===== config.mk =====
export PLATFORM = sky130hd
export DESIGN_NAME = jet_front
export DESIGN_NICKNAME = d
export VERILOG_FILES = /design/src/rtl/core/jet_pkg.sv /design/src/rtl/core/jet_front.sv
export SDC_FILE = /design/constraint.sdc
export NUM_CORES = 1
export LEC_CHECK = 0
export BUFFER_PORTS_ARGS = -buffer_cell sky130_fd_sc_hd__buf_2
export CAP_MARGIN = 20
export CORE_MARGIN = 4
export CORE_UTILIZATION = 60
export DETAILED_ROUTE_END_ITERATION = 7
export PLACE_DENSITY = 0.86
export REMOVE_ABC_BUFFERS = 1
export SYNTH_ARGS = -nofsm -noshare
export SYNTH_HDL_FRONTEND = slang
export SYNTH_SLANG_ARGS = --single-unit

===== constraint.sdc =====
create_clock -name vclk -period 39.7
set_input_delay 7.94 -clock vclk [all_inputs]
set_output_delay 7.94 -clock vclk [all_outputs]
set_load 0.05 [all_outputs]

===== src/rtl/core/jet_pkg.sv =====
package jet_pkg;

  localparam int CoordW = 32;
  localparam int PixW   = 12;
  localparam int StepW  = 25;
  localparam int LimW   = 29;
  localparam int CountW = 16;
  localparam int IdxW   = 3;

  localparam int QDepth = 4;
  localparam int QAddrW = 2;

  // Register indexes on the configuration port.
  localparam logic [IdxW-1:0] REG_C_REAL    = 3'd0;
  localparam logic [IdxW-1:0] REG_C_IMAG    = 3'd1;
  localparam logic [IdxW-1:0] REG_X_ORIGIN  = 3'd2;
  localparam logic [IdxW-1:0] REG_Y_ORIGIN  = 3'd3;
  localparam logic [IdxW-1:0] REG_X_STEP    = 3'd4;
  localparam logic [IdxW-1:0] REG_Y_STEP    = 3'd5;
  localparam logic [IdxW-1:0] REG_ESC_LIMIT = 3'd6;
  localparam logic [IdxW-1:0] REG_ITER_LIM  = 3'd7;

  localparam logic [CoordW-1:0] RST_C_REAL    = 32'hFF7C_CCCD;
  localparam logic [CoordW-1:0] RST_C_IMAG    = 32'h0085_73EB;
  localparam logic [CoordW-1:0] RST_X_ORIGIN  = 32'hFE00_0000;
  localparam logic [CoordW-1:0] RST_Y_ORIGIN  = 32'hFE66_6666;
  localparam logic [StepW-1:0]  RST_X_STEP    = 25'd65536;
  localparam logic [StepW-1:0]  RST_Y_STEP    = 25'd67109;
  localparam logic [LimW-1:0]   RST_ESC_LIMIT = 29'd67108864;
  localparam logic [CountW-1:0] RST_ITER_LIM  = 16'd1000;

  typedef struct packed {
    logic [CoordW-1:0] c_real;
    logic [CoordW-1:0] c_imag;
    logic [CoordW-1:0] x_origin;
    logic [CoordW-1:0] y_origin;
    logic [StepW-1:0]  x_step;
    logic [StepW-1:0]  y_step;
    logic [LimW-1:0]   escape_limit;
    logic [CountW-1:0] iteration_limit;
  } cfg_t;

  // One mapped pixel on its way from the front end to the iterator.
  typedef struct packed {
    logic [PixW-1:0]   px;
    logic [PixW-1:0]   py;
    logic [CoordW-1:0] re;
    logic [CoordW-1:0] im;
  } pix_item_t;

  typedef struct packed {
    logic push;
    logic pop;
  } q_ctrl_t;

  typedef struct packed {
    logic full;
    logic empty;
  } q_stat_t;

  // Saturates a wide signed value to 32-bit signed.
  function automatic logic [CoordW-1:0] sat32(input logic signed [64:0] v);
    logic fits;
    fits = (&v[64:31]) | ~(|v[64:31]);
    if (fits) begin
      sat32 = v[31:0];
    end else if (v[64]) begin
      sat32 = 32'h8000_0000;
    end else begin
      sat32 = 32'h7FFF_FFFF;
    end
  endfunction

endpackage


===== src/rtl/core/jet_front.sv =====
module jet_front #(
  parameter int MAX_DIM = 4096
) (
  input  logic                      in_push,
  input  logic [jet_pkg::PixW-1:0]  in_pixel_x,
  input  logic [jet_pkg::PixW-1:0]  in_pixel_y,
  input  jet_pkg::cfg_t             cfg,
  input  logic                      q_full,
  output logic                      q_push,
  output jet_pkg::pix_item_t        q_item
);
  import jet_pkg::*;

  localparam logic [PixW-1:0] ClampIdx = PixW'(MAX_DIM - 1);

  logic [PixW-1:0]         idx_x, idx_y;
  logic [PixW+StepW-1:0]   prod_x, prod_y;
  logic signed [PixW+StepW+1:0] sum_x, sum_y;

  // An index beyond the image is clamped for the mapping only.
  assign idx_x = (int'(in_pixel_x) >= MAX_DIM) ? ClampIdx : in_pixel_x;
  assign idx_y = (int'(in_pixel_y) >= MAX_DIM) ? ClampIdx : in_pixel_y;

  assign prod_x = (PixW+StepW)'(idx_x) * (PixW+StepW)'(cfg.x_step);
  assign prod_y = (PixW+StepW)'(idx_y) * (PixW+StepW)'(cfg.y_step);

  assign sum_x = $signed({{(PixW+StepW+2-CoordW){cfg.x_origin[CoordW-1]}}, cfg.x_origin})
               + $signed({2'b00, prod_x});
  assign sum_y = $signed({{(PixW+StepW+2-CoordW){cfg.y_origin[CoordW-1]}}, cfg.y_origin})
               + $signed({2'b00, prod_y});

  assign q_push    = in_push && !q_full;
  assign q_item.px = in_pixel_x;
  assign q_item.py = in_pixel_y;
  assign q_item.re = sat32(65'(sum_x));
  assign q_item.im = sat32(65'(sum_y));

endmodule


==> results by group, run 1 <==
Synthesis
  • Yosys cell types: 82
  • Synth Instances: 2966
  • Cell taking the most area after synthesis: fa_1
  • Synthesized cell area: between 20000 and 25000 µm²
  • Sequential element share of the synthesized area: 0%
  • Syn avg cell area: roughly 7.9 µm²
  • Ys Warns: 0
  • Share of the synthesized area in the top cell type: 39.3%
  • Top cells by area, synth: fa_1, ha_1, inv_1, nand2_1, and2_1

Routing
  • Post-Route WL: 59.3 mm
  • Antenna-violating nets left: 0
  • Wire per inst: 16.7 µm
  • DR vias: slightly above 20000
  • DRT iter0 DRCs: between 1500 and 2000
  • DRT Pass-1 Iters: 6
  • Vias per cell: 5.81
  • # DRC: 0

Timing
  • Count of final max-slew check failures: 0
  • RSZ-0062 raised after global routing: false
  • Hold Violations, Final: 0
  • Fin crit period: between 20 and 30 ns
  • Final setup fails: 0
  • Setup_tns: 0 ns
  • Worst slew margin: between 30% and 40%
  • Max Fclk: about 0.039 GHz
  • Worst slew pin tran: slightly below 1 ns
  • Crit share post-route: 63.8%

Critical path
  • WP data arrival: roughly 17 ns
  • Crit path max-delay family: compound AO/OA/AOI/OAI gates
  • Worst stage delay on the critical path: roughly 0.95 ns
  • CP Capture Type: primary output
  • Worst Path Buf+Inv: 5
  • Crit-path max FO: 26
  • Worst Setup Path Type: input port to primary output
  • Startpoint Class: input port
  • Cell mode on critical path: fa_1
  • Worst Path Required: between 30 and 40 ns
  • Critical-path top delay cell: o31ai_4

Layout
  • Final design utilization: between 60% and 70%
  • Layout cells sized above 1: 8.76%
  • Area Overhead vs Synth: 4.74%
  • Commonest non-fill, non-tap cell in the layout: inv_1
  • FILL cells: about 3200
  • Seq cells: 0
  • # nets final: around 4000
  • Register area: 0 µm²
  • Clock buffer cells: 0
  • Most frequent cells in the layout: inv_1, nand2_1, fa_1
  • Multi-input combinational cell area: approximately 20000 µm²

Placement
  • GP Congestion: ~0.9
  • Port bufs: approximately 230
  • DP HPWL: 50.2 mm

Floorplanning
  • Initial Util: 60.8%
  • Die H: about 200 µm
  • Die Footprint: between 40000 and 50000 µm²
  • I/O Pins: roughly 340
  • Die X: approximately 210 µm
  • Row Count: 72
  • Core area: 38700 µm²

Run status
  • Outcome: completed

Global route
  • Largest net degree at the start of global routing: 32
  • All-Layer GR Usage: between 20 and 30%
  • Initial antenna violation count: 2
  • Gr ovfl total: 0
  • Global-route wire length before repair: 98.8 mm
  • Vias in the first global route: 21300

Clocking
  • Hold_buf cts: 0
  • Post-CTS setup buffers: 0
  • Post-CTS sizing: 0

Hold path
  • Hold Path Class: input port to primary output

Flow run
  • MaxCap Viol Count: 0
[cell type report]
cell class                 instances  area share [%]
multi-input combinational       2206            83.5
inverter                         597            9.09
timing repair buffer             233            4.77
tap                              518            2.63
antenna                            2          0.0203
[synth_stat cells, types with 22 or more instances]
master / number
ha_1: 228
a21o_1: 65
nor2_1: 75
nor3_1: 22
o21bai_1: 23
xor2_1: 32
buf_4: 26
clkbuf_1: 128
a21oi_1: 170
nand2_1: 514
xnor2_1: 89
inv_1: 597
o21ai_0: 78
and2_1: 169
nand3_1: 39
fa_1: 462
[final timing paths]
kind                          to  depth (start not counted)          start
worst max-delay path  q_item[18]                         31  in_pixel_y[3]
worst min-delay path      q_push                          3         q_full
[per-stage QoR]
step	cells	area, µm²	hold WS (ns)	setup slack (ns)
after detailed placement	3554	24600	16.18	14.54
final	3556	24600	16.19	14.37
after global placement	3553	24600	16.18	14.55
after floorplan	2803	22800	15.88	15.30
after global routing	3554	24600	16.22	13.79
after CTS	3554	24600	16.19	14.53
[cells by family after synthesis]
| kind of cell | count (synthesis) | share of synthesized area [%] |
|---|---|---|
| adders and majority gates | 690 | 51.4 |
| AOI/OAI and AO/OA | 461 | 12.7 |
| and+or+nand+nor | 927 | 18.4 |
| buffers and inverters | 760 | 12.6 |
| muxes | 7 | 0.330 |
| xor gates and xnor gates | 121 | 4.50 |
[routing by layer]
layer	share of wire [%]	GRT usage (%)	wire, µm	vias to the layer above
li1	-	-	-	9350
met1	41	38.2	24300	10300
met2	49	47.6	29200	820
met3	5.9	1.43	3480	181
met4	3.9	9.20	2310	0
met5	0	0	0	-
Power of run 1 is not shown: default switching activity piles up to over one toggle a cycle in this logic, so the estimate is an artifact.
==> run 2, diff against run 1 <==
==> constraint.sdc (replaced) <==
create_clock -name vclk -period 23.5
set_input_delay 4.7 -clock vclk [all_inputs]
set_output_delay 4.7 -clock vclk [all_outputs]
set_load 0.05 [all_outputs]
==> run 2 against run 1 <==
  * Hold slack lost 6.5 ns
  * Highest routed layer unchanged
  * Critical endpoint is now q_item[28]
  * Utilization unchanged
  * Count of clock-buffer cells in the layout did not move
  * Die area unchanged
  * Non-clock buffer count unchanged
==> results by group, run 2 (same netlist as run 1, synthesis figures left out) <==
Run status
  • Outcome: completed

Placement
  • DP HPWL: about 50 mm
  • Port bufs: around 230
  • GP Congestion: 0.907

Global route
  • Global-route wire length before repair: 98.9 mm
  • Initial antenna violation count: 2
  • Gr ovfl total: 0
  • Largest net degree at the start of global routing: 32
  • All-Layer GR Usage: between 20 and 30%
  • Vias in the first global route: between 20000 and 25000

Critical path
  • Worst Setup Path Type: input port to primary output
  • Cell mode on critical path: fa_1
  • Worst stage delay on the critical path: about 0.95 ns
  • WP data arrival: 14.19 ns
  • Worst Path Buf+Inv: 5
  • Critical Path Start: in_pixel_y[3]
  • Worst Path Required: approximately 19 ns
  • Crit path max-delay family: compound AO/OA/AOI/OAI gates
  • Startpoint Class: input port
  • CP Capture Type: primary output
  • Crit-path max FO: 26
  • Critical-path top delay cell: o31ai_4

Timing
  • Final setup fails: 0
  • RSZ-0062 raised after global routing: false
  • Setup_tns: 0 ns
  • Crit share post-route: between 80% and 90%
  • Worst slew pin tran: roughly 0.96 ns
  • Fin crit period: approximately 19 ns
  • Count of final max-slew check failures: 0
  • Max Fclk: 0.0529 GHz
  • Worst slew margin: about 36%
  • Hold Violations, Final: 0

Routing
  • Vias per cell: around 5.8
  • DR vias: between 20000 and 25000
  • Antenna-violating nets left: 0
  • Wire per inst: approximately 17 µm
  • DRT iter0 DRCs: 1295
  • # DRC: 0
  • DRT Pass-1 Iters: 6
  • Post-Route WL: 58.9 mm

Layout
  • Clock buffer cells: 0
  • Area Overhead vs Synth: 4.74%
  • Layout cells sized above 1: 8.76%
  • Seq cells: 0
  • Commonest non-fill, non-tap cell in the layout: inv_1
  • # nets final: just under 4000
  • Register area: 0 µm²
  • Most frequent cells in the layout: inv_1, nand2_1, fa_1

Clocking
  • Hold_buf cts: 0
  • Post-CTS sizing: 0
  • Post-CTS setup buffers: 0

Floorplanning
  • Die H: 206 µm
  • Die Footprint: around 42000 µm²
  • Initial Util: about three fifths
  • Die X: 206 µm
  • I/O Pins: 338
  • Row Count: roughly 70
  • Core area: roughly 39000 µm²

Flow run
  • MaxCap Viol Count: 0

Hold path
  • Hold Crit Start: q_full
  • Hold Path Class: input port to primary output
## run 2: cell counts in the layout (fill, tap and decap cells not counted)
No cell type changed its count.
## run 2: metal layers
metal,vias to the layer above,GRT usage [%],wire [µm]
met4,0,9.05,2240
met5,-,0,0
met2,878,47.6,28900
met1,10300,37.5,23600
li1,9332,-,-
met3,181,2.13,4120
## run 2: stage by stage
stage	instances	instance area, µm²	hold WS (ns)	setup WS (ns)	util (%)
final	3556	24600	9.70	4.61	63.6
after floorplan	2803	22800	9.40	5.58	-
after CTS	3554	24600	9.71	4.75	63.6
after global placement	3553	24600	9.70	4.83	63.6
after global routing	3555	24600	9.73	4.01	63.6
after detailed placement	3554	24600	9.71	4.80	63.6
## run 2: final cells by class
cell class                      instances  area, µm²
Inverter                              597       2240
Tap cell                              518        648
Antenna cell                            2       5.00
Fill cell                            3196      14100
Timing Repair Buffer                  233       1180
Multi-Input combinational cell       2206      20600
## run 2: worst paths after layout
check,end,slack (ns),depth (start not counted)
worst max-delay path,q_item[28],4.61,31
worst min-delay path,q_push,9.70,3
Power of run 2 is left out for the same reason.
==> run 3, diff against run 2 <==
==> constraint.sdc (replaced) <==
create_clock -name vclk -period 18.12
set_input_delay 3.624 -clock vclk [all_inputs]
set_output_delay 3.624 -clock vclk [all_outputs]
set_load 0.05 [all_outputs]
==> run 3 against run 2 <==
  * Global-route usage decreased by 0.13 points
  * Cell count is the same
  * Via count decreased by 0.88%
  * Design area unchanged
  * Die area stayed put
  * Hold slack lost 2.2 ns
  * Utilization is the same
  * Critical path type unchanged
  * Largest cell class unchanged
==> results by group, run 3 (same netlist as run 1, synthesis figures left out) <==
Layout
  • Commonest non-fill, non-tap cell in the layout: inv_1
  • FILL cells: between 3000 and 4000
  • Register area: 0 µm²
  • Most frequent cells in the layout: inv_1, nand2_1, fa_1
  • Seq cells: 0
  • Multi-input combinational cell area: 20600 µm²
  • Clock buffer cells: 0
  • Area Overhead vs Synth: 4.74%
  • Layout cells sized above 1: 8.76%
  • Final design utilization: about 64%
  • # nets final: roughly 4000
  • Post-Layout Cell Count: approximately 3600
  • Final std cell area, no fill: 24600 µm²

Timing
  • Crit share post-route: between 90% and 100%
  • Count of final max-slew check failures: 0
  • Worst slew margin: a little over a third
  • Final setup fails: 0
  • Fin crit period: 16.75 ns
  • Hold Violations, Final: 0
  • RSZ-0062 raised after global routing: false
  • Max Fclk: 0.0597 GHz
  • Setup_tns: 0 ns
  • Worst slew pin tran: 0.979 ns

Critical path
  • Worst Setup Path Type: input port to primary output
  • WP data arrival: 13.13 ns
  • Worst Path Buf+Inv: 5
  • Cell mode on critical path: fa_1
  • Crit path max-delay family: compound AO/OA/AOI/OAI gates
  • CP Capture Type: primary output
  • Worst Path Required: approximately 15 ns
  • Critical-path top delay cell: o31ai_4
  • Worst stage delay on the critical path: a little under 1 ns
  • Startpoint Class: input port
  • Worst path depth: 31
  • Crit-path max FO: 26

Floorplanning
  • Die Footprint: approximately 42000 µm²
  • Row Count: 72
  • Die X: 206 µm
  • Die H: a little over 200 µm
  • Initial Util: 60.8%
  • Core area: ~39000 µm²
  • I/O Pins: between 300 and 400

Routing
  • DRT Pass-1 Iters: 6
  • # DRC: 0
  • Vias per cell: roughly 5.8
  • Antenna-violating nets left: 0
  • DRT iter0 DRCs: approximately 1300
  • Wire per inst: 16.6 µm
  • DR vias: roughly 21000
  • Post-Route WL: slightly below 60 mm

Run status
  • Outcome: completed

Hold path
  • Hold Path Class: input port to primary output
  • WHS Path Cells: 3

Clocking
  • Post-CTS sizing: 0
  • Hold_buf cts: 0
  • Post-CTS setup buffers: 0

Placement
  • Cells after DPL: 3554
  • GP Congestion: approximately 0.90
  • Port bufs: ~230
  • DP HPWL: about 50 mm
  • Placed cell area: 24600 µm²

Flow run
  • MaxCap Viol Count: 0

Global route
  • Gr ovfl total: 0
  • Largest net degree at the start of global routing: 32
  • Global-route wire length before repair: roughly 98 mm
  • Vias in the first global route: between 20000 and 25000
  • All-Layer GR Usage: between 20 and 30%
  • Initial antenna violation count: 2
run 3: cell counts in the layout (fill, tap and decap cells not counted):
Identical to the previous run, type by type.
run 3: routing by layer:
layer	wire (µm)	track usage, %	part of all wire [%]	up-vias
met1	23800	37.1	40	10200
li1	-	-	-	9328
met4	2460	10.4	4.2	0
met2	28700	46.7	49	821
met3	4020	2.40	6.8	189
met5	0	0	0	-
run 3: final cells by class:
type                       count  area share [%]
timing repair buffer         233            4.77
inverter                     597            9.09
multi-input combinational   2206            83.5
antenna                        2          0.0203
tap                          518            2.63
run 3: final timing paths:
path	end	slack, ns	startpoint
worst max-delay path	q_item[21]	1.37	in_pixel_y[3]
worst min-delay path	q_push	7.55	q_full
run 3: metrics by stage:
stage                     hold slack, ns  setup WS, ns
after floorplan                     7.25          2.36
after global placement              7.55          1.61
final                               7.55          1.37
after detailed placement            7.55          1.63
after CTS                           7.55          1.59
after global routing                7.58         0.969
Power of run 3 is left out for the same reason.
