### src/rtl/core/jet_pkg.sv
package jet_pkg;

  localparam int CoordW = 32;
  localparam int PixW   = 12;
  localparam int StepW  = 25;
  localparam int LimW   = 29;
  localparam int CountW = 16;
  localparam int IdxW   = 3;

  localparam int QDepth = 4;
  localparam int QAddrW = 2;

  // Register indexes on the configuration port.
  localparam logic [IdxW-1:0] REG_C_REAL    = 3'd0;
  localparam logic [IdxW-1:0] REG_C_IMAG    = 3'd1;
  localparam logic [IdxW-1:0] REG_X_ORIGIN  = 3'd2;
  localparam logic [IdxW-1:0] REG_Y_ORIGIN  = 3'd3;
  localparam logic [IdxW-1:0] REG_X_STEP    = 3'd4;
  localparam logic [IdxW-1:0] REG_Y_STEP    = 3'd5;
  localparam logic [IdxW-1:0] REG_ESC_LIMIT = 3'd6;
  localparam logic [IdxW-1:0] REG_ITER_LIM  = 3'd7;

  localparam logic [CoordW-1:0] RST_C_REAL    = 32'hFF7C_CCCD;
  localparam logic [CoordW-1:0] RST_C_IMAG    = 32'h0085_73EB;
  localparam logic [CoordW-1:0] RST_X_ORIGIN  = 32'hFE00_0000;
  localparam logic [CoordW-1:0] RST_Y_ORIGIN  = 32'hFE66_6666;
  localparam logic [StepW-1:0]  RST_X_STEP    = 25'd65536;
  localparam logic [StepW-1:0]  RST_Y_STEP    = 25'd67109;
  localparam logic [LimW-1:0]   RST_ESC_LIMIT = 29'd67108864;
  localparam logic [CountW-1:0] RST_ITER_LIM  = 16'd1000;

  typedef struct packed {
    logic [CoordW-1:0] c_real;
    logic [CoordW-1:0] c_imag;
    logic [CoordW-1:0] x_origin;
    logic [CoordW-1:0] y_origin;
    logic [StepW-1:0]  x_step;
    logic [StepW-1:0]  y_step;
    logic [LimW-1:0]   escape_limit;
    logic [CountW-1:0] iteration_limit;
  } cfg_t;

  // One mapped pixel on its way from the front end to the iterator.
  typedef struct packed {
    logic [PixW-1:0]   px;
    logic [PixW-1:0]   py;
    logic [CoordW-1:0] re;
    logic [CoordW-1:0] im;
  } pix_item_t;

  typedef struct packed {
    logic push;
    logic pop;
  } q_ctrl_t;

  typedef struct packed {
    logic full;
    logic empty;
  } q_stat_t;

  // Saturates a wide signed value to 32-bit signed.
  function automatic logic [CoordW-1:0] sat32(input logic signed [64:0] v);
    logic fits;
    fits = (&v[64:31]) | ~(|v[64:31]);
    if (fits) begin
      sat32 = v[31:0];
    end else if (v[64]) begin
      sat32 = 32'h8000_0000;
    end else begin
      sat32 = 32'h7FFF_FFFF;
    end
  endfunction

endpackage

### src/rtl/core/jet_queue.sv
module jet_queue (
  input  logic               clk,
  input  logic               rst_n,
  input  jet_pkg::q_ctrl_t   ctrl,
  input  jet_pkg::pix_item_t wr_item,
  output jet_pkg::q_stat_t   stat,
  output jet_pkg::pix_item_t rd_item
);
  import jet_pkg::*;

  pix_item_t         mem_r [QDepth];
  logic [QAddrW-1:0] wr_ptr_r, rd_ptr_r;
  logic [QAddrW:0]   cnt_r;
  logic              do_push, do_pop;

  assign stat.full  = (cnt_r == (QAddrW+1)'(QDepth));
  assign stat.empty = (cnt_r == '0);
  assign do_push    = ctrl.push && !stat.full;
  assign do_pop     = ctrl.pop && !stat.empty;
  assign rd_item    = mem_r[rd_ptr_r];

  always_ff @(posedge clk) begin
    if (do_push) begin
      mem_r[wr_ptr_r] <= wr_item;
    end
  end

  always_ff @(posedge clk) begin
    if (!rst_n) begin
      wr_ptr_r <= '0;
      rd_ptr_r <= '0;
      cnt_r    <= '0;
    end else begin
      if (do_push) begin
        wr_ptr_r <= wr_ptr_r + 1'b1;
      end
      if (do_pop) begin
        rd_ptr_r <= rd_ptr_r + 1'b1;
      end
      if (do_push && !do_pop) begin
        cnt_r <= cnt_r + 1'b1;
      end else if (do_pop && !do_push) begin
        cnt_r <= cnt_r - 1'b1;
      end
    end
  end

`ifndef NO_ASSERTIONS
  a_no_push_when_full: assert property (@(posedge clk) disable iff (!rst_n)
    !(ctrl.push && stat.full))
    else $error("queue pushed while full");

  a_no_pop_when_empty: assert property (@(posedge clk) disable iff (!rst_n)
    !(ctrl.pop && stat.empty))
    else $error("queue popped while empty");
`endif

endmodule

### config.mk
export PLATFORM = sky130hd
export DESIGN_NAME = jet_queue
export DESIGN_NICKNAME = d
export VERILOG_FILES = /design/src/rtl/core/jet_pkg.sv /design/src/rtl/core/jet_queue.sv
export SDC_FILE = /design/constraint.sdc
export NUM_CORES = 1
export LEC_CHECK = 0
export BUFFER_PORTS_ARGS = -buffer_cell sky130_fd_sc_hd__buf_2
export CAP_MARGIN = 10
export CELL_PAD_IN_SITES_DETAIL_PLACEMENT = 1
export CELL_PAD_IN_SITES_GLOBAL_PLACEMENT = 2
export CORE_ASPECT_RATIO = 0.9
export CORE_UTILIZATION = 48
export DETAILED_ROUTE_END_ITERATION = 7
export GPL_TIMING_DRIVEN = 0
export MAX_ROUTING_LAYER = met4
export PLACE_DENSITY = 0.91
export SLEW_MARGIN = 40
export SYNTH_ARGS = -nofsm -noshare
export SYNTH_HDL_FRONTEND = slang
export SYNTH_SLANG_ARGS = --single-unit
### constraint.sdc
create_clock -name clk -period 6.3 [get_ports clk]
set_clock_uncertainty 0.05 [all_clocks]
set_input_delay 0.63 -clock clk [delete_from_list [all_inputs] [get_ports clk]]
set_output_delay 0.63 -clock clk [all_outputs]
set_load 0.01 [all_outputs]
==> flow_metrics.env, run 1 <==
export IMPL_hp_class="primary input to flop"
export IMPL_die_h_um=159
export IMPL_synth_fp_nets=606
export IMPL_antenna_found_initial=0
export IMPL_viasPerCell=5.35
export IMPL_synth_warnings=0
export IMPL_dieArea_sq_um=28100
export IMPL_seq_area_frac_synth_pct=81.7
export IMPL_synth_edf_count=352
export IMPL_setup_tns_ns=0
export IMPL_grt_max_degree=38
export IMPL_place_area_sq_um=14700
export IMPL_synth_cell_types=24
export IMPL_cp_max_fo=10
export IMPL_run_status="finished, final reports clean"
export IMPL_area_growth_pct=20.4
export IMPL_pwr_share_comb_pct=23.3
export IMPL_required_ns=5.62
export IMPL_setup_viol=0
export IMPL_ys_flop_type="edfxtp_1"
export IMPL_drc=0
export IMPL_cts_buffers_inserted=37
export IMPL_drive_gt1_share_pct=44.5
export IMPL_dp_hpwl_um=16900
export IMPL_swShare_pct=25.9
export IMPL_cts_root_buffer="clkbuf_16"
export IMPL_cts_setup_buffers=0
export IMPL_async_reset_ff_share_pct=0
export IMPL_p_int_w=0.00487
export IMPL_grt_pass1_vias=6740
export IMPL_tightest_slew_ns=0.669
export IMPL_layout_nets=834
export IMPL_crit_arrival_ns=2.19
export IMPL_gp_congestion=0.717
export IMPL_fillers=2293
export IMPL_drv_slew=0
export IMPL_hold_buffers=0
export IMPL_power_density_nw_per_um2=415
export IMPL_io_buffers=180
export IMPL_dr_pass1_iters=4
export IMPL_critPathLaunchType="flop"
export IMPL_syn_inst=508
export IMPL_ys_ff_latch=361
export IMPL_finalCritPeriodShare_pct=45.6
export IMPL_path_clk_slew_ns=0.06
export IMPL_clkLatencyLatePin_ns=0.50
export IMPL_crit_type="flop to output pin"
export IMPL_rsz0062_at_grt="no"
export IMPL_cts_sinks=361
export IMPL_overflow=0
export IMPL_dr_total_vias=5986
export IMPL_ant_nets=0
export IMPL_irDropWorstVdd_mv=0.325
export IMPL_drv_cap=0
export IMPL_io_pins=182
export IMPL_leakage_nw=5.33
export IMPL_syn_cell_area_sq_um=13200
export IMPL_fmax_ghz=0.348
export IMPL_period_needed_ns=2.87
export IMPL_grt_total_usage_pct=19.8
export IMPL_cts_buffer_depth=3
export IMPL_cts_resized_gates=0
export IMPL_synth_area_per_cell_sq_um=25.9
export IMPL_p_seq_share_pct=45.4
export IMPL_tritoncts="yes"
export IMPL_start_util_pct=48.8
export IMPL_final_cell_area_sq_um=15800
export IMPL_core_sq_um=27000
export IMPL_end_kind="output pin"
export IMPL_relSlewSlack_pct=55.4
export IMPL_p_switching_w=0.00170
export IMPL_initialDrtViolationCount=424
export IMPL_row_count=57
export IMPL_ctsHtreeMaxLevel=2
export IMPL_grt_pass1_wl_um=40100
export IMPL_p_clk_share_pct=31.3
export IMPL_fp_dieW_um=177
export IMPL_diodes=0
export IMPL_routedWlPerCell_um=23.4
export IMPL_wl_um=26100
export IMPL_hold_violations=0
worst paths after layout:
path / startpoint / end / depth (start not counted) / slack, ns
worst max-delay path: flop / rd_item[39] / 4 / 3.43
worst max register to register: cnt_r[0]$_SDFFE_PN0P_ / cnt_r[2]$_SDFFE_PN0P_ / 9 / 3.65
worst min register to register: wr_ptr_r[0]$_SDFFE_PN0P_ / wr_ptr_r[0]$_SDFFE_PN0P_ / 2 / 0.48
worst min-delay path: wr_item[39] / mem_r[2][39]$_DFFE_PP_ / 1 / 0.28
power by group through the flow:
stage / clock (W) / combinational, W / sequential, W
final: 0.00206 / 0.00153 / 0.00299
after global routing: 0.00218 / 0.00165 / 0.00301
after CTS: 0.00210 / 0.00157 / 0.00299
after detailed placement: 0 / 0.00156 / 0.00304
after global placement: 0 / 0.00148 / 0.00305
after floorplan: 0 / 0.000982 / 0.00302
cell usage after synthesis, types with 2 or more instances:
library cell / instances / area share, %
edfxtp_1: 352 / 80
mux4_2: 88 / 15
buf_2: 10 / 0.38
dfxtp_1: 9 / 1.4
and2_1: 8 / 0.38
clkbuf_1: 8 / 0.23
ha_1: 5 / 0.48
nand2_1: 4 / 0.11
inv_1: 3 / 0.086
mux2i_1: 3 / 0.23
xnor2_1: 3 / 0.20
buf_12: 2 / 0.30
nor2b_1: 2 / 0.095
placed cells by master (no fill, tap or decap), drive strengths merged, types with 2 or more instances in the layout:
| master | netlist | final |
|---|---|---|
| and2 | 8 | 8 |
| buf | 14 | 203 |
| bufinv | 0 | 2 |
| clkbuf | 8 | 59 |
| clkinv | 0 | 12 |
| dfxtp | 9 | 9 |
| edfxtp | 352 | 352 |
| ha | 5 | 5 |
| inv | 3 | 4 |
| mux2i | 3 | 3 |
| mux4 | 88 | 88 |
| nand2 | 4 | 4 |
| nor2b | 2 | 2 |
| xnor2 | 3 | 3 |
kinds of logic after synthesis:
family | share of synthesized area, %
XOR/XNOR | 0.266
flip-flops | 81.7
adder cells (fa/ha/maj) | 0.627
buffers and inverters | 1.20
multiplexers | 15.3
AO/OA/AOI/OAI | 0.219
AND/OR/NAND/NOR | 0.732
per-layer routing:
layer	vias to the layer above	wire length, um	global-route usage [%]
met5	-	0	-
met4	0	401	4.90
met3	33	1470	3.92
met2	186	13600	32.8
met1	3132	10700	25.1
li1	2635	-	-
worst max-delay path, stage by stage (launching register included):
cell and delay, ns:
dfxtp_1 0.30, buf_2 0.23, clkbuf_1 0.54, mux4_2 0.44
buf_2 0.17
registers in the layout, summed over array words and instances, names as in the netlist, named ones only:
register / flops
wr_ptr_r: 2
rd_ptr_r: 2
mem_r: 352
cnt_r: 3
final cells by class:
| cell class | instances | area, sq um | share of cell area (%) |
|---|---|---|---|
| Tap cell | 354 | 443 | 2.80 |
| Clock buffer | 51 | 1020 | 6.44 |
| Multi-Input combinational cell | 122 | 2260 | 14.3 |
| Timing Repair Buffer | 189 | 1080 | 6.82 |
| Clock inverter | 16 | 128 | 0.805 |
| Buffer | 22 | 146 | 0.924 |
| Inverter | 3 | 11.3 | 0.0711 |
| Sequential cell | 361 | 10800 | 67.8 |
per-stage QoR:
stage	power, W	cells	worst slack, ns	hold slack (ns)	util, %
finish	0.00657	1118	3.43	0.278	58.8
floorplan	0.00401	508	2.73	0.418	-
CTS	0.00667	1118	3.36	0.256	58.8
global route	0.00684	1118	3.31	0.260	58.8
detailed placement	0.00460	1051	3.52	0.469	54.5
global placement	0.00452	1042	1.07	0.429	53.8
No activity file was read; power rests on OpenSTA's default activity.
==> run 2, diff against run 1 <==
- ABC_AREA: default -> 1
- CORE_UTILIZATION: 48 -> 40
- PLACE_DENSITY: 0.91 -> 0.86
- clock period: 6.3 -> 2.8 ns (I/O delays scaled with it)
==> flow_metrics.env, run 2 <==
export IMPL_run_status="finished, final reports clean"
export IMPL_synth_area_per_cell_sq_um=14.7
export IMPL_ys_ff_latch=361
export IMPL_io_buffers=181
export IMPL_routedWlPerCell_um=21.0
export IMPL_r2r_end="mem_r[0][48]$_DFFE_PP_"
export IMPL_mostFrequentLayoutCells="edfxtp_1 (352), buf_2 (190), nor2_1 (186)"
export IMPL_setup_viol=0
export IMPL_hp_class="primary input to flop"
export IMPL_grt_pass1_vias=9625
export IMPL_hold_path_depth=3
export IMPL_grt_pass1_wl_um=54100
export IMPL_layout_nets=1352
export IMPL_finalCritPeriodShare_pct=95.8
export IMPL_synth_fp_nets=1018
export IMPL_critPathLaunchType="flop"
export IMPL_yosysMostFrequentCell="edfxtp_1"
export IMPL_synth_top_area_share_pct=78.4
export IMPL_syn_cell_area_sq_um=13500
export IMPL_area_growth_pct=30.0
export IMPL_setup_tns_ns=0
export IMPL_cts_root_buffer="clkbuf_16"
export IMPL_final_cells=1701
export IMPL_clkLatencyLatePin_ns=0.52
export IMPL_syn_inst=920
export IMPL_row_count=63
export IMPL_leakage_nw=6.28
export IMPL_drc=0
export IMPL_grt_total_usage_pct=21.6
export IMPL_die_h_um=176
export IMPL_dpl_cell_count=1546
export IMPL_antenna_found_initial=2
export IMPL_power_density_nw_per_um2=890
export IMPL_drv_slew=0
export IMPL_core_sq_um=33000
export IMPL_tightest_slew_ns=0.580
export IMPL_ys_flop_type="edfxtp_1"
export IMPL_fmax_ghz=0.373
export IMPL_crit_arrival_ns=2.35
export IMPL_final_common_cell="edfxtp_1"
export IMPL_seq_area_frac_synth_pct=79.7
export IMPL_rrSetupSlack_ns=0.46
export IMPL_irDropWorstVdd_mv=0.610
export IMPL_dp_hpwl_um=22900
export IMPL_required_ns=2.47
export IMPL_async_reset_ff_share_pct=0
export IMPL_crit_type="flop to output pin"
export IMPL_cts_sinks=361
export IMPL_end_kind="output pin"
export IMPL_synth_warnings=0
export IMPL_synth_cell_types=22
export IMPL_period_needed_ns=2.68
export IMPL_gp_congestion=0.751
export IMPL_dr_pass1_iters=5
export IMPL_synth_common_cells="edfxtp_1 (352), nor2_1 (190), o21ai_0 (122)"
export IMPL_relSlewSlack_pct=61.3
export IMPL_cts_buffers_inserted=38
export IMPL_synth_area_leaders="edfxtp_1 (78%), nor2_1 (5.3%), o21ai_0 (4.5%)"
export IMPL_io_pins=182
export IMPL_grt_max_degree=19
export IMPL_largest_register="mem_r"
export IMPL_hold_violations=0
export IMPL_drv_cap=0
export IMPL_synth_edf_count=352
export IMPL_cts_buffer_depth=3
export IMPL_ant_nets=0
export IMPL_regToRegStartpoint="cnt_r[0]$_SDFFE_PN0P_"
export IMPL_tritoncts="yes"
export IMPL_reg_top3="mem_r x352, cnt_r x3"
export IMPL_wl_um=35800
export IMPL_start_util_pct=40.8
export IMPL_drive_gt1_share_pct=23.4
export IMPL_path_clk_slew_ns=0.06
export IMPL_hold_start="ctrl[0]"
export IMPL_viasPerCell=5.23
export IMPL_yosys_area_top_type="edfxtp_1"
export IMPL_dr_total_vias=8894
export IMPL_rsz0062_at_grt="no"
export IMPL_fp_dieW_um=196
export IMPL_cts_setup_buffers=0
export IMPL_largest_register_ffs=352
export IMPL_cp_max_fo=10
export IMPL_initialDrtViolationCount=524
export IMPL_dieArea_sq_um=34500
export IMPL_ctsHtreeMaxLevel=2
export IMPL_rr_worst_depth=7
export IMPL_overflow=0
run 2: timing repair:
action	4_1_cts	5_1_grt
endpoints found under the hold margin	356	0
gates resized for setup	4	6
cloned	0	0
hold buffers	90	0
endpoints found under the setup margin	12	13
run 2: layout make-up:
class | count | area [sq um]
multi-input cells | 485 | 2370
fillers | 3275 | 15500
plain buffers | 56 | 335
well taps | 422 | 528
diodes | 2 | 5.00
flip-flops and latches | 361 | 10800
repair buffers | 294 | 2310
clock buffers | 48 | 1020
inverters | 18 | 70.1
clock inverters | 15 | 135
run 2: worst max path at each step:
stage / from / to / cells after the start
2_1_floorplan: cnt_r[0]$_SDFFE_PN0P_ / mem_r[0][0]$_DFFE_PP_ / 4
3_3_place_gp: cnt_r[0]$_SDFFE_PN0P_ / mem_r[3][46]$_DFFE_PP_ / 4
3_5_place_dp: cnt_r[0]$_SDFFE_PN0P_ / mem_r[0][46]$_DFFE_PP_ / 7
4_1_cts: flop / rd_item[10] / 5
5_1_grt: flop / rd_item[1] / 5
6_report: flop / rd_item[1] / 5
run 2: logic make-up (layout without fill, tap and decap cells):
kind of cell             Yosys count  after routing  share of synthesized area [%]
AND/OR/NAND/NOR                  210            210                           5.91
other                              0              2                              0
buffers and inverters             74            431                           2.95
AO/OA/AOI/OAI                    268            268                           10.8
XOR/XNOR                           1              1                         0.0649
adder cells (fa/ha/maj)            6              6                          0.612
flip-flops                       361            361                           79.7
run 2: layer usage:
layer | wire (um) | GRT usage, % | vias up
met1 | 14800 | 25.4 | 4460
met3 | 1890 | 3.84 | 59
met2 | 18300 | 37.5 | 241
li1 | - | - | 4134
met5 | 0 | - | -
met4 | 792 | 7.09 | 0
run 2: per-stage QoR:
step	instance area, sq um	worst slack, ns	util (%)	hold WS, ns	total power (W)
after CTS	17500	0.0257	53.0	0.00181	0.0157
final	17500	0.118	53.1	0.0352	0.0156
after floorplan	13500	-0.676	-	0.329	0.00896
after global routing	17500	0.0341	53.1	0.0360	0.0163
after detailed placement	15500	0.428	46.8	0.446	0.0109
after global placement	14900	-2.66	45.2	0.442	0.0106
run 2: critical path: stages (launching register included):
cell and delay, ns:
dfxtp_1 0.55, buf_6 0.24, clkbuf_1 0.47, nor2_1 0.12, o22ai_1 0.25, buf_2 0.19
run 2: where the power goes:
group	internal [W]	switching, W
Clock	0.00276	0.00198
Combinational	0.00149	0.00265
Sequential	0.00656	0.000170
